<file path="config.mk">
export PLATFORM = sky130hd
export DESIGN_NAME = rtp_h264_stream_probe_flat
export DESIGN_NICKNAME = d
export VERILOG_FILES = /design/src/design/rsp_pkg.sv /design/src/design/rsp_if.sv /design/src/design/rsp_parser.sv /design/src/design/rsp_counters.sv /design/src/design/rtp_h264_stream_probe.sv /design/src/flat_wrapper.sv
export SDC_FILE = /design/constraint.sdc
export NUM_CORES = 2
export LEC_CHECK = 0
export BUFFER_PORTS_ARGS = -buffer_cell sky130_fd_sc_hd__buf_4
export CAP_MARGIN = 20
export CORE_UTILIZATION = 45
export CTS_CLUSTER_DIAMETER = 60
export DETAILED_ROUTE_END_ITERATION = 8
export GPL_ROUTABILITY_DRIVEN = 0
export SLEW_MARGIN = 0
export SYNTH_ARGS = -nofsm -noshare
export SYNTH_HDL_FRONTEND = slang
export SYNTH_HIERARCHICAL = 1
export SYNTH_SLANG_ARGS = --single-unit
</file>
<file path="constraint.sdc">
create_clock -name clk -period 11.9 [get_ports clk]
set_input_delay 0.595 -clock clk [delete_from_list [all_inputs] [get_ports clk]]
set_output_delay 0.595 -clock clk [all_outputs]
set_load 0.01 [all_outputs]
</file>
<file path="src/design/rsp_pkg.sv">
// shared constants, codes and types of the rtp h264 stream probe
// no dependencies
`default_nettype none

package rsp_pkg;

    localparam int MAX_PACKET_BYTES = 2048;
    localparam int COUNTER_BITS     = 32;
    localparam int NUM_COUNTERS     = 15;
    localparam int NUM_NAL_SLOTS    = 5;
    localparam int RTP_HDR_BYTES    = 12;

    localparam logic [1:0] ACT_BYTE  = 2'd0;
    localparam logic [1:0] ACT_READ  = 2'd1;
    localparam logic [1:0] ACT_CLEAR = 2'd2;
    localparam logic [1:0] ACT_NOP   = 2'd3;

    localparam logic [2:0] CLS_BAD    = 3'd0;
    localparam logic [2:0] CLS_WSTART = 3'd1;
    localparam logic [2:0] CLS_WCONT  = 3'd2;
    localparam logic [2:0] CLS_RAW    = 3'd3;
    localparam logic [2:0] CLS_PLAIN  = 3'd4;

    localparam logic [3:0] C_PACKETS  = 4'd0;
    localparam logic [3:0] C_BYTES    = 4'd1;
    localparam logic [3:0] C_PT       = 4'd2;
    localparam logic [3:0] C_MARKER   = 4'd3;
    localparam logic [3:0] C_BAD      = 4'd4;
    localparam logic [3:0] C_SPS      = 4'd5;
    localparam logic [3:0] C_PPS      = 4'd6;
    localparam logic [3:0] C_IDR      = 4'd7;
    localparam logic [3:0] C_SEI      = 4'd8;
    localparam logic [3:0] C_WSTART   = 4'd9;
    localparam logic [3:0] C_WCONT    = 4'd10;
    localparam logic [3:0] C_RAW      = 4'd11;
    localparam logic [3:0] C_UNKNOWN  = 4'd12;
    localparam logic [3:0] C_GAP      = 4'd13;
    localparam logic [3:0] C_TSCHANGE = 4'd14;

    localparam logic [2:0] SLOT_IDR   = 3'd0;
    localparam logic [2:0] SLOT_SEI   = 3'd1;
    localparam logic [2:0] SLOT_SPS   = 3'd2;
    localparam logic [2:0] SLOT_PPS   = 3'd3;
    localparam logic [2:0] SLOT_OTHER = 3'd4;

    typedef logic [COUNTER_BITS-1:0] counter_t;
    typedef logic [NUM_NAL_SLOTS-1:0][15:0] nal_counts_t;

    typedef struct packed {
        logic        fire;
        logic        ok;
        logic [15:0] len;
        logic        pt_hit;
        logic        marker;
        logic        gap;
        logic        ts_change;
        logic [2:0]  cls;
        nal_counts_t nal;
    } commit_t;

endpackage

`default_nettype wire

</file>
<file path="src/design/rsp_if.sv">
// handshake channels of the rtp h264 stream probe: input items, results, config
// no dependencies
`default_nettype none

interface rsp_in_if;
    logic       valid;
    logic       ready;
    logic [1:0] action;
    logic [7:0] data_byte;
    logic       last_byte;
    logic [3:0] counter_select;
    modport source (output valid, action, data_byte, last_byte, counter_select, input ready);
    modport sink (input valid, action, data_byte, last_byte, counter_select, output ready);
endinterface

interface rsp_out_if;
    logic        valid;
    logic        ready;
    logic        report_kind;
    logic [31:0] counter_value;
    logic        packet_ok;
    logic [2:0]  payload_class;
    logic        sequence_gap;
    modport source (output valid, report_kind, counter_value, packet_ok, payload_class,
                    sequence_gap, input ready);
    modport sink (input valid, report_kind, counter_value, packet_ok, payload_class,
                  sequence_gap, output ready);
endinterface

interface rsp_cfg_if;
    logic       valid;
    logic       ready;
    logic [6:0] watched_payload_type;
    modport source (output valid, watched_payload_type, input ready);
    modport sink (input valid, watched_payload_type, output ready);
endinterface

`default_nettype wire

</file>
<file path="src/design/rsp_parser.sv">
// per-byte rtp header parse, payload scan and packet-end evaluation
// depends on rsp_pkg
`default_nettype none

module rsp_parser
    import rsp_pkg::*;
(
    input  wire logic       clk,
    input  wire logic       rst_n,
    input  wire logic       byte_en,
    input  wire logic [7:0] data_byte,
    input  wire logic       last_byte,
    input  wire logic [6:0] watched_pt,
    output commit_t         commit
);

    logic [15:0]  pos_reg, pos_next;
    logic [7:0]   fhb_reg, fhb_next;
    logic [7:0]   shb_reg, shb_next;
    logic [15:0]  seq_reg, seq_next;
    logic [31:0]  ts_reg, ts_next;
    logic [15:0]  ext_reg, ext_next;
    logic [18:0]  ps_reg, ps_next;
    logic [15:0]  lseq_reg, lseq_next;
    logic [31:0]  lts_reg, lts_next;
    logic         hist_reg, hist_next;
    logic [1:0]   zrun_reg, zrun_next;
    logic         expect_reg, expect_next;
    logic [7:0]   head_reg, head_next;
    nal_counts_t  pend_reg, pend_next;
    logic [2:0]   cls_reg, cls_next;
    logic         ov_reg, ov_next;

    logic         ov;
    logic [6:0]   hbase;
    logic [18:0]  idx;
    logic [15:0]  len;
    logic [18:0]  rem;
    logic         ok;
    nal_counts_t  pend_fin;

    function automatic nal_counts_t pend_nal(nal_counts_t cnt, logic [4:0] t);
        nal_counts_t r;
        logic [2:0]  slot;
        r = cnt;
        if (t >= 5'd5 && t <= 5'd8)
            slot = 3'(t - 5'd5);
        else
            slot = SLOT_OTHER;
        if (t != 5'd0 && r[slot] != 16'hFFFF)
            r[slot] = r[slot] + 16'd1;
        return r;
    endfunction

    assign ov    = ov_reg | (pos_reg == 16'hFFFF);
    assign hbase = 7'(RTP_HDR_BYTES) + {1'b0, fhb_reg[3:0], 2'b00};
    assign idx   = {3'b000, pos_reg} - ps_reg;

    always_comb
    begin
        pos_next    = pos_reg;
        fhb_next    = fhb_reg;
        shb_next    = shb_reg;
        seq_next    = seq_reg;
        ts_next     = ts_reg;
        ext_next    = ext_reg;
        ps_next     = ps_reg;
        lseq_next   = lseq_reg;
        lts_next    = lts_reg;
        hist_next   = hist_reg;
        zrun_next   = zrun_reg;
        expect_next = expect_reg;
        head_next   = head_reg;
        pend_next   = pend_reg;
        cls_next    = cls_reg;
        ov_next     = ov_reg;
        len         = 16'd0;
        rem         = 19'd0;
        ok          = 1'b0;
        pend_fin    = pend_reg;
        commit      = '0;

        if (byte_en)
        begin
            ov_next = ov;
            if (!ov)
            begin
                if (pos_reg == 16'd0)
                begin
                    fhb_next = data_byte;
                    ps_next  = 19'(RTP_HDR_BYTES) + {13'd0, data_byte[3:0], 2'b00}
                             + (data_byte[4] ? 19'd4 : 19'd0);
                end
                else if (pos_reg == 16'd1)
                    shb_next = data_byte;
                else if (pos_reg < 16'd4)
                    seq_next = {seq_reg[7:0], data_byte};
                else if (pos_reg < 16'd8)
                    ts_next = {ts_reg[23:0], data_byte};

                if (pos_reg >= 16'(RTP_HDR_BYTES) && fhb_reg[4])
                begin
                    if (pos_reg == {9'd0, hbase} + 16'd2)
                        ext_next = {data_byte, 8'h00};
                    else if (pos_reg == {9'd0, hbase} + 16'd3)
                    begin
                        ext_next = ext_reg | {8'h00, data_byte};
                        ps_next  = {12'd0, hbase} + 19'd4 + {1'b0, ext_next, 2'b00};
                    end
                end

                if (pos_reg >= 16'(RTP_HDR_BYTES) && {3'b000, pos_reg} >= ps_reg)
                begin
                    if (idx == 19'd0)
                    begin
                        head_next = data_byte;
                        cls_next  = (data_byte >= 8'h25 && data_byte <= 8'h28)
                                  ? CLS_RAW : CLS_PLAIN;
                    end
                    else if (idx == 19'd1 && head_reg == 8'h3C)
                    begin
                        if (data_byte == 8'h87)
                            cls_next = CLS_WSTART;
                        else if (data_byte == 8'h07)
                            cls_next = CLS_WCONT;
                    end
                    if (expect_reg)
                    begin
                        pend_next   = pend_nal(pend_reg, data_byte[4:0]);
                        expect_next = 1'b0;
                        zrun_next   = 2'd0;
                    end
                    else if (data_byte == 8'h00)
                    begin
                        if (zrun_reg != 2'd3)
                            zrun_next = zrun_reg + 2'd1;
                    end
                    else if (data_byte == 8'h01 && zrun_reg == 2'd3)
                    begin
                        expect_next = 1'b1;
                        zrun_next   = 2'd0;
                    end
                    else
                        zrun_next = 2'd0;
                end
                pos_next = pos_reg + 16'd1;
            end

            if (last_byte)
            begin
                len = ov ? 16'hFFFF : pos_reg + 16'd1;
                rem = {3'b000, len} - ps_next;
                ok  = !ov && len >= 16'(RTP_HDR_BYTES) && len <= 16'(MAX_PACKET_BYTES)
                    && fhb_next[7:6] == 2'b10;
                if (fhb_next[4] && (16'(RTP_HDR_BYTES) + {10'd0, fhb_next[3:0], 2'b00}
                                    + 16'd4) > len)
                    ok = 1'b0;
                if (ps_next >= {3'b000, len})
                    ok = 1'b0;
                if (fhb_next[5] && (data_byte == 8'h00 || {11'd0, data_byte} > rem))
                    ok = 1'b0;

                pend_fin = pend_next;
                if (cls_next == CLS_RAW)
                    pend_fin = pend_nal(pend_next, head_next[4:0]);

                commit.fire      = 1'b1;
                commit.ok        = ok;
                commit.len       = len;
                commit.pt_hit    = shb_next[6:0] == watched_pt;
                commit.marker    = shb_next[7];
                commit.gap       = hist_reg && seq_next != lseq_reg + 16'd1;
                commit.ts_change = hist_reg && ts_next != lts_reg;
                commit.cls       = ok ? cls_next : CLS_BAD;
                commit.nal       = pend_fin;

                if (ok)
                begin
                    lseq_next = seq_next;
                    lts_next  = ts_next;
                    hist_next = 1'b1;
                end

                pos_next    = 16'd0;
                zrun_next   = 2'd0;
                expect_next = 1'b0;
                head_next   = 8'h00;
                cls_next    = CLS_PLAIN;
                ov_next     = 1'b0;
                pend_next   = '0;
            end
        end
    end

    always_ff @(posedge clk or negedge rst_n)
    begin
        if (!rst_n)
        begin
            pos_reg    <= '0;
            fhb_reg    <= '0;
            shb_reg    <= '0;
            seq_reg    <= '0;
            ts_reg     <= '0;
            ext_reg    <= '0;
            ps_reg     <= '0;
            lseq_reg   <= '0;
            lts_reg    <= '0;
            hist_reg   <= 1'b0;
            zrun_reg   <= '0;
            expect_reg <= 1'b0;
            head_reg   <= '0;
            pend_reg   <= '0;
            cls_reg    <= CLS_PLAIN;
            ov_reg     <= 1'b0;
        end
        else
        begin
            pos_reg    <= pos_next;
            fhb_reg    <= fhb_next;
            shb_reg    <= shb_next;
            seq_reg    <= seq_next;
            ts_reg     <= ts_next;
            ext_reg    <= ext_next;
            ps_reg     <= ps_next;
            lseq_reg   <= lseq_next;
            lts_reg    <= lts_next;
            hist_reg   <= hist_next;
            zrun_reg   <= zrun_next;
            expect_reg <= expect_next;
            head_reg   <= head_next;
            pend_reg   <= pend_next;
            cls_reg    <= cls_next;
            ov_reg     <= ov_next;
        end
    end

endmodule

`default_nettype wire

</file>
<file path="src/design/rsp_counters.sv">
// bank of wrapping event counters: packet-end commit, clear and read
// depends on rsp_pkg
`default_nettype none

module rsp_counters
    import rsp_pkg::*;
(
    input  wire logic        clk,
    input  wire logic        rst_n,
    input  wire commit_t     commit,
    input  wire logic        clear,
    input  wire logic [3:0]  sel,
    output logic      [31:0] rd_value
);

    counter_t [NUM_COUNTERS-1:0] cnt_reg, cnt_next;

    assign rd_value = (sel < 4'(NUM_COUNTERS)) ? 32'(cnt_reg[sel]) : 32'd0;

    always_comb
    begin
        cnt_next = cnt_reg;
        if (clear)
            cnt_next = '0;
        else if (commit.fire)
        begin
            cnt_next[C_PACKETS] = cnt_reg[C_PACKETS] + counter_t'(1);
            cnt_next[C_BYTES]   = cnt_reg[C_BYTES] + counter_t'(commit.len);
            if (!commit.ok)
                cnt_next[C_BAD] = cnt_reg[C_BAD] + counter_t'(1);
            else
            begin
                if (commit.pt_hit)
                    cnt_next[C_PT] = cnt_reg[C_PT] + counter_t'(1);
                if (commit.marker)
                    cnt_next[C_MARKER] = cnt_reg[C_MARKER] + counter_t'(1);
                if (commit.gap)
                    cnt_next[C_GAP] = cnt_reg[C_GAP] + counter_t'(1);
                if (commit.ts_change)
                    cnt_next[C_TSCHANGE] = cnt_reg[C_TSCHANGE] + counter_t'(1);
                if (commit.cls == CLS_WCONT)
                    cnt_next[C_WCONT] = cnt_reg[C_WCONT] + counter_t'(1);
                else
                begin
                    if (commit.cls == CLS_WSTART)
                        cnt_next[C_WSTART] = cnt_reg[C_WSTART] + counter_t'(1);
                    if (commit.cls == CLS_RAW)
                        cnt_next[C_RAW] = cnt_reg[C_RAW] + counter_t'(1);
                    cnt_next[C_IDR] = cnt_reg[C_IDR] + counter_t'(commit.nal[SLOT_IDR]);
                    cnt_next[C_SEI] = cnt_reg[C_SEI] + counter_t'(commit.nal[SLOT_SEI]);
                    cnt_next[C_SPS] = cnt_reg[C_SPS] + counter_t'(commit.nal[SLOT_SPS])
                                    + counter_t'(commit.cls == CLS_WSTART);
                    cnt_next[C_PPS] = cnt_reg[C_PPS] + counter_t'(commit.nal[SLOT_PPS]);
                    cnt_next[C_UNKNOWN] = cnt_reg[C_UNKNOWN]
                                        + counter_t'(commit.nal[SLOT_OTHER]);
                end
            end
        end
    end

    always_ff @(posedge clk or negedge rst_n)
    begin
        if (!rst_n)
            cnt_reg <= '0;
        else
            cnt_reg <= cnt_next;
    end

endmodule

`default_nettype wire

</file>
<file path="src/design/rtp_h264_stream_probe.sv">
// top level of the rtp h264 stream probe: input register, config, result register
// depends on rsp_pkg, rsp_if, rsp_parser, rsp_counters
`default_nettype none

// One item per clock: every packet byte, counter read or counter clear is
// registered at the input and handled from the input register by the parser
// and counter bank once the result register is free; its result item is then
// registered, and a new item is taken every cycle while the result side is
// ready. While a result waits unaccepted, the next item waits in the input register.
// Only the final byte of a packet and counter reads produce a result item.

module rtp_h264_stream_probe
    import rsp_pkg::*;
(
    input  wire logic clk,
    input  wire logic rst_n,
    rsp_in_if.sink    item_in,
    rsp_out_if.source result_out,
    rsp_cfg_if.sink   cfg
);

    logic        in_vld_reg;
    logic [1:0]  act_reg;
    logic [7:0]  byte_reg;
    logic        last_reg;
    logic [3:0]  sel_reg;
    logic [6:0]  wpt_reg;
    logic        out_vld_reg, out_vld_next;
    logic        kind_reg;
    logic [31:0] value_reg;
    logic        ok_reg;
    logic [2:0]  cls_reg;
    logic        gap_reg;

    logic        advance;
    logic        byte_en;
    logic        do_clear;
    logic        do_read;
    logic        produce;
    logic [31:0] rd_value;
    commit_t     commit;

    assign advance  = in_vld_reg && (!out_vld_reg || result_out.ready);
    assign byte_en  = advance && act_reg == ACT_BYTE;
    assign do_clear = advance && act_reg == ACT_CLEAR;
    assign do_read  = advance && act_reg == ACT_READ;
    assign produce  = do_read || commit.fire;

    assign item_in.ready = !in_vld_reg || advance;
    assign cfg.ready     = 1'b1;

    assign result_out.valid         = out_vld_reg;
    assign result_out.report_kind   = kind_reg;
    assign result_out.counter_value = value_reg;
    assign result_out.packet_ok     = ok_reg;
    assign result_out.payload_class = cls_reg;
    assign result_out.sequence_gap  = gap_reg;

    assign out_vld_next = produce ? 1'b1 : (result_out.ready ? 1'b0 : out_vld_reg);

    rsp_parser u_parser (
        .clk        (clk),
        .rst_n      (rst_n),
        .byte_en    (byte_en),
        .data_byte  (byte_reg),
        .last_byte  (last_reg),
        .watched_pt (wpt_reg),
        .commit     (commit)
    );

    rsp_counters u_counters (
        .clk      (clk),
        .rst_n    (rst_n),
        .commit   (commit),
        .clear    (do_clear),
        .sel      (sel_reg),
        .rd_value (rd_value)
    );

    always_ff @(posedge clk or negedge rst_n)
    begin
        if (!rst_n)
        begin
            in_vld_reg  <= 1'b0;
            out_vld_reg <= 1'b0;
            wpt_reg     <= 7'd96;
        end
        else
        begin
            out_vld_reg <= out_vld_next;
            if (item_in.ready)
                in_vld_reg <= item_in.valid;
            if (cfg.valid)
                wpt_reg <= cfg.watched_payload_type;
        end
    end

    always_ff @(posedge clk)
    begin
        if (item_in.valid && item_in.ready)
        begin
            act_reg  <= item_in.action;
            byte_reg <= item_in.data_byte;
            last_reg <= item_in.last_byte;
            sel_reg  <= item_in.counter_select;
        end
        if (produce)
        begin
            kind_reg  <= !do_read;
            value_reg <= do_read ? rd_value : 32'd0;
            ok_reg    <= !do_read && commit.ok;
            cls_reg   <= do_read ? CLS_BAD : commit.cls;
            gap_reg   <= !do_read && commit.ok && commit.gap;
        end
    end

endmodule

`default_nettype wire
</file>
<file path="src/flat_wrapper.sv">
// flat-port wrapper written by rule: the top's interface ports become plain ports
module rtp_h264_stream_probe_flat import rsp_pkg::*;
  (clk, rst_n, item_in_valid, item_in_action, item_in_data_byte, item_in_last_byte, item_in_counter_select, item_in_ready, result_out_valid, result_out_report_kind, result_out_counter_value, result_out_packet_ok, result_out_payload_class, result_out_sequence_gap, result_out_ready, cfg_valid, cfg_watched_payload_type, cfg_ready);
  rsp_in_if item_in_i ();
  rsp_out_if result_out_i ();
  rsp_cfg_if cfg_i ();
  input  wire logic clk;
  input  wire logic rst_n;
  input wire logic [$bits(item_in_i.valid)-1:0] item_in_valid;
  input wire logic [$bits(item_in_i.action)-1:0] item_in_action;
  input wire logic [$bits(item_in_i.data_byte)-1:0] item_in_data_byte;
  input wire logic [$bits(item_in_i.last_byte)-1:0] item_in_last_byte;
  input wire logic [$bits(item_in_i.counter_select)-1:0] item_in_counter_select;
  output wire logic [$bits(item_in_i.ready)-1:0] item_in_ready;
  output wire logic [$bits(result_out_i.valid)-1:0] result_out_valid;
  output wire logic [$bits(result_out_i.report_kind)-1:0] result_out_report_kind;
  output wire logic [$bits(result_out_i.counter_value)-1:0] result_out_counter_value;
  output wire logic [$bits(result_out_i.packet_ok)-1:0] result_out_packet_ok;
  output wire logic [$bits(result_out_i.payload_class)-1:0] result_out_payload_class;
  output wire logic [$bits(result_out_i.sequence_gap)-1:0] result_out_sequence_gap;
  input wire logic [$bits(result_out_i.ready)-1:0] result_out_ready;
  input wire logic [$bits(cfg_i.valid)-1:0] cfg_valid;
  input wire logic [$bits(cfg_i.watched_payload_type)-1:0] cfg_watched_payload_type;
  output wire logic [$bits(cfg_i.ready)-1:0] cfg_ready;
  assign item_in_i.valid = item_in_valid;
  assign item_in_i.action = item_in_action;
  assign item_in_i.data_byte = item_in_data_byte;
  assign item_in_i.last_byte = item_in_last_byte;
  assign item_in_i.counter_select = item_in_counter_select;
  assign item_in_ready = item_in_i.ready;
  assign result_out_valid = result_out_i.valid;
  assign result_out_report_kind = result_out_i.report_kind;
  assign result_out_counter_value = result_out_i.counter_value;
  assign result_out_packet_ok = result_out_i.packet_ok;
  assign result_out_payload_class = result_out_i.payload_class;
  assign result_out_sequence_gap = result_out_i.sequence_gap;
  assign result_out_i.ready = result_out_ready;
  assign cfg_i.valid = cfg_valid;
  assign cfg_i.watched_payload_type = cfg_watched_payload_type;
  assign cfg_ready = cfg_i.ready;
  rtp_h264_stream_probe u_core (.clk(clk), .rst_n(rst_n), .item_in(item_in_i), .result_out(result_out_i), .cfg(cfg_i));
endmodule
</file>
* Yosys cells after proc, flatten, opt, wreduce, memory -nomap -nowiden
Index checks and enable logic that the tools add are counted.
Word-level totals: register bits 801, output and inout bits 41, bits in read-only memories 0, memories kept 0, bits in latches 0, word-level logic and storage cells 313, RAM bits 0, input bits 27
Operators by class: add/sub/neg operators 34, multiply operators 0, reduce and logical (&&, ||, !) cells 67, eq/ne operators 30, shifts and indexed selects 0, divide/modulo/power cells 0, $lt $le $gt $ge 21, bitwise operators 3, multiplexer cells 110
Operator list (count):
- 480-bit two-way mux | 2
- 80-bit two-way mux | 8
- 32-bit two-way mux | 15
- 320-bit two-way mux | 1
- 32-bit by 1-bit adder with 32-bit output (second input constant) | 9
- 16-bit two-way mux | 14
- 105-bit two-way mux | 2
- 32-bit by 16-bit adder with 32-bit output | 6
- 80-bit bitwise mux | 2
- 160-bit two-way mux | 1
- 32-bit binary-select mux with 4-bit select | 1
- 64-bit two-way mux | 2
- 19-bit two-way mux | 6
- 16-bit binary-select mux with 3-bit select | 2
- 16-bit demux with 3-bit select | 2
- 8-bit two-way mux | 12
- 16-bit by 1-bit adder with 16-bit output (second input constant) | 4
- 3-bit two-way mux | 20
- 16-bit by 19-bit subtractor with 19-bit output | 2
- 32-bit by 1-bit adder with 32-bit output | 1
- 16-bit by 8-bit == test with 1-bit output | 2
- 16-bit by 4-bit >= comparator with 1-bit output (second input constant) | 2
- 16-bit != test (second input constant) | 2
- 32-bit != test | 1
- 56 further kinds | 146

* Longest topological paths before layout
word-level depth 31, depth in mapped cells 47, mapped depth without buffers 42

* Hierarchy
The synthesis kept the hierarchy.
Modules (own cells, without submodules):
- rsp_counters | area each 30671.9 sq um, cells each 3227, instances 1, sequential area each 12011.5 sq um
- rsp_parser | area each 20822.5 sq um, cells each 2350, instances 1, sequential area each 6482.5 sq um
- rtp_h264_stream_probe | area each 2412.3 sq um, cells each 138, instances 1, sequential area each 1819.2 sq um

* Worst setup path after synthesis
Ideal clock, no wire load.
path type reg-to-reg, start point reg u_core.u_parser.pos_reg[0], end point reg u_core/u_counters/cnt_reg[404] (netlist name), buffers on the path 5, period minus slack after synthesis 9495 ps, library setup time 125 ps, data required time 11775 ps, cell stages (with the launch flop) 46, slack 2405 ps, data arrival time 9370 ps, cell sequence dfrtp_1 -> inv_1 -> ha_1 -> inv_1 -> fa_1 -> a21o_1 -> a311oi_1 -> nor4_1 -> nor4b_1 -> o211ai_1 -> nor4b_1 -> and3_1 -> clkinv_1 -> a21oi_1 -> inv_1 -> ha_1 -> o311ai_0 -> o21ai_0 -> [10 not listed] -> inv_1 -> a31oi_1 -> nand2_2 -> o41ai_4 -> buf_6 -> buf_8 -> nor3_1 -> a211oi_1 -> ha_1 -> inv_1 -> fa_1 -> nand2b_1 -> a21oi_1 -> o221ai_1 -> nand3_1 -> o311ai_1 -> a2111oi_0 -> mux2_2
RTL lines:
- from (decl) | line rsp_parser.sv:17 | logic [15:0] pos_reg, pos_next;
- from (signal assigned) | line rsp_parser.sv:218 | pos_reg <= pos_next;
- to (signal assigned) | line rsp_counters.sv:66 | cnt_reg <= cnt_next;
- to (decl) | line rsp_counters.sv:16 | counter_t [NUM_COUNTERS-1:0] cnt_reg, cnt_next;

==> results.md <==
- Outcome: completed
- Synth Net Count: 5,932
- Maximum VDD drop: 106 uV
- Area after DPL: 0.0558 mm2
- WS Path Type: flop to flop
- Site Rows: 126
- Area delta synth->final: 10.5%
- Yosys top cell area share: 34.6%
- Vias: 45,143
- Dominant synthesized flop cell: dfrtp_1
- Share of cells above drive strength 1: 11.8%
- Drt first pass iters: 9
- Fmax: 90.4 MHz
- Die Area: 0.121 mm2
- Vias in the first global route: 43,107
- Clock Skews: 0.0444 ns
- Flops & latches, synth: 801
- Final Total Pwr: 0.00780 W
- Worst-Margin Slew: 1.15 ns
- Max incr delay on CP: 0.70 ns
- Worst path slowest cell: o21ai_0
- GR Overflow Total: 0
- Min-delay worst type: input pin to flop
- Post-DP HPWL: 122,000 um
- Startpoint types: flop
- Buffers on Ports: 66
- Async S/R FF share, synth: 93.4%
- Bufs and invs on worst path: 5
- Starting density of the core: 45.5%
- Mapped Avg Cell Area: 9.43 um2
- Largest net degree at the start of global routing: 134
- Worst Slack Setup Final: 0.838 ns
- Sequential share of the synthesized area: 37.7%
- Pwr per Cell Area: 131 mW/mm2
- Global-route wire length before repair: 261,000 um
- Residual DRC: 0
- Sinks on Clock Net: 801
- Final setup fails: 0
- CP arrival: 11.67 ns
- Post-synth EDFFs: 53
- Root buf cell: clkbuf_16
- Warnings, synthesis: 6
- Top delay family on crit path: compound AO/OA/AOI/OAI gates
- Antenna violations before repair: 10
- CTS H-Tree Depth: 3
- Peak fanout along the critical path: 58
- Number of buffers created by CTS: 103
- Worst-path clk slew: 0.06 ns
- Lkg Pwr: 25.5 nW
- Die height: 348 um
- Synthesized instance count: 5,715
- Placed Cells: 7,162
- Total GRT Usage: 27.7%
- Max-slew headroom: 22.6%
- Post-DR wirelength/cell: 23.0 um
- Later-pin clock latency in the skew report: 0.73 ns
- RSZ-0062 raised after global routing: false
- Max clock buf depth: 3
- Drt initial violations: 4,668
- Die X: 348 um
- Synth area leader: dfrtp_1
- Setup crit end kind: flop
- Number of max-cap violations: 0
- Post-DRT Antenna Nets: 0
- Most used cell, CP: ha_1
- Final std cells w/o fill: 7,365
- DRT Wirelength: 169,000 um
- Synth cell types: 126
- Final Cell Area: 0.0596 mm2
- Mean number of vias per cell: 6.13
- Num ports: 68
- Min Tclk post-route: 11.06 ns
- Period utilization: 93.0%
- Mapped Area: 0.0539 mm2
- Synth area leaders: dfrtp_1 (35%), mux4_2 (5.4%), ha_1 (4.2%)
- Core area: 0.118 mm2
- Largest register FFs: 480
- Worst EP required: 12.51 ns
- Final net count: 5,892
- Final hold violation count: 0
- Setup TNS: 0 ns
- Max-slew violation count: 0
- CTS tree: yes
- Post-place setup slack: 0.924 ns
==> cell usage after synthesis (139+ instances only) <==
cell type,instances
xnor2_1,236
a21oi_1,282
clkbuf_1,200
nor2_1,584
mux2i_1,208
inv_1,204
nand2_1,438
nand3_1,218
nand4_1,139
ha_1,179
dfrtp_1,745
xor2_1,255
o21ai_0,316
==> power by group <==
part	switching (W)	total (W)	internal [W]
combinational	0.000929	0.00148	0.000556
clock	0.00134	0.00337	0.00203
sequential	0.0000837	0.00295	0.00286
==> cell type report <==
| type | count | area (um2) |
|---|---|---|
| multi-input combinational | 4400 | 31500 |
| sequential | 801 | 20300 |
| fill | 10862 | 58800 |
| inverter | 205 | 769 |
| tap | 1600 | 2000 |
| clock buffer | 128 | 2870 |
| timing repair buffer | 164 | 1310 |
| antenna | 1 | 2.50 |
| clock inverter | 66 | 812 |
==> metrics by stage <==
step | util [%] | hold WS (ns)
global placement | 47.1 | 0.448
CTS | 50.3 | 0.00119
floorplan | - | 0.299
finish | 50.3 | 0.0500
detailed placement | 47.1 | 0.474
global route | 50.3 | 0.0208
==> timing repair <==
action	4_1_cts	5_1_grt
setup buffers	0	2
hold buffers	4	0
gates resized for setup	0	2
endpoints found under the setup margin	0	9
hold endpoints to repair	87	0
==> routing by layer <==
layer	track usage [%]	part of all wire, %
met4	9.84	3.8
met1	39.4	45
met2	41.5	43
met5	0	0.025
met3	5.87	8.3
==> cells by family after synthesis <==
logic type	count (synthesis)	share of synthesized area [%]
buf+inv	514	4.07
compound gates	1219	14.9
simple gates	2028	18.8
xor+xnor	491	7.98
other cells	1	0.00696
mux	471	12.1
flops	801	37.7
fa+ha+maj	190	4.56
==> worst paths after layout <==
path,from,to,slack [ns],cells past startpoint
worst min-delay path,item_in_data_byte[6],u_core/byte_reg[6],0.05,1
worst max register to register,u_core/u_parser/pos_reg[0],u_core/u_counters/cnt_reg[287],0.84,36
min in group asynchronous,rst_n,u_core/u_parser/pend_reg[6],0.47,2
max in group asynchronous,rst_n,u_core/u_parser/ps_reg[18],8.52,5
worst min register to register,u_core/u_parser/ext_reg[2],u_core/u_parser/ext_reg[2],0.49,2
worst max-delay path,u_core/u_parser/pos_reg[0],u_core/u_counters/cnt_reg[287],0.84,36
==> layout by cell type, fill, tap and decap left out, types with 77 or more instances in the layout <==
master and instances:
ha_1 179, o21ai_0 316, a21oi_1 282, nand3_1 218, xor2_1 255, nor3_1 129
nand4_1 139, buf_4 153, clkbuf_16 107, mux2_2 129, o2bb2ai_1 77, inv_1 202
nand2_1 437, mux2i_1 208, and3_1 86, mux4_2 130, xnor2_1 236, dfrtp_1 745
nor2_1 583, or3_1 81
Power figures use the tool's default switching activity.
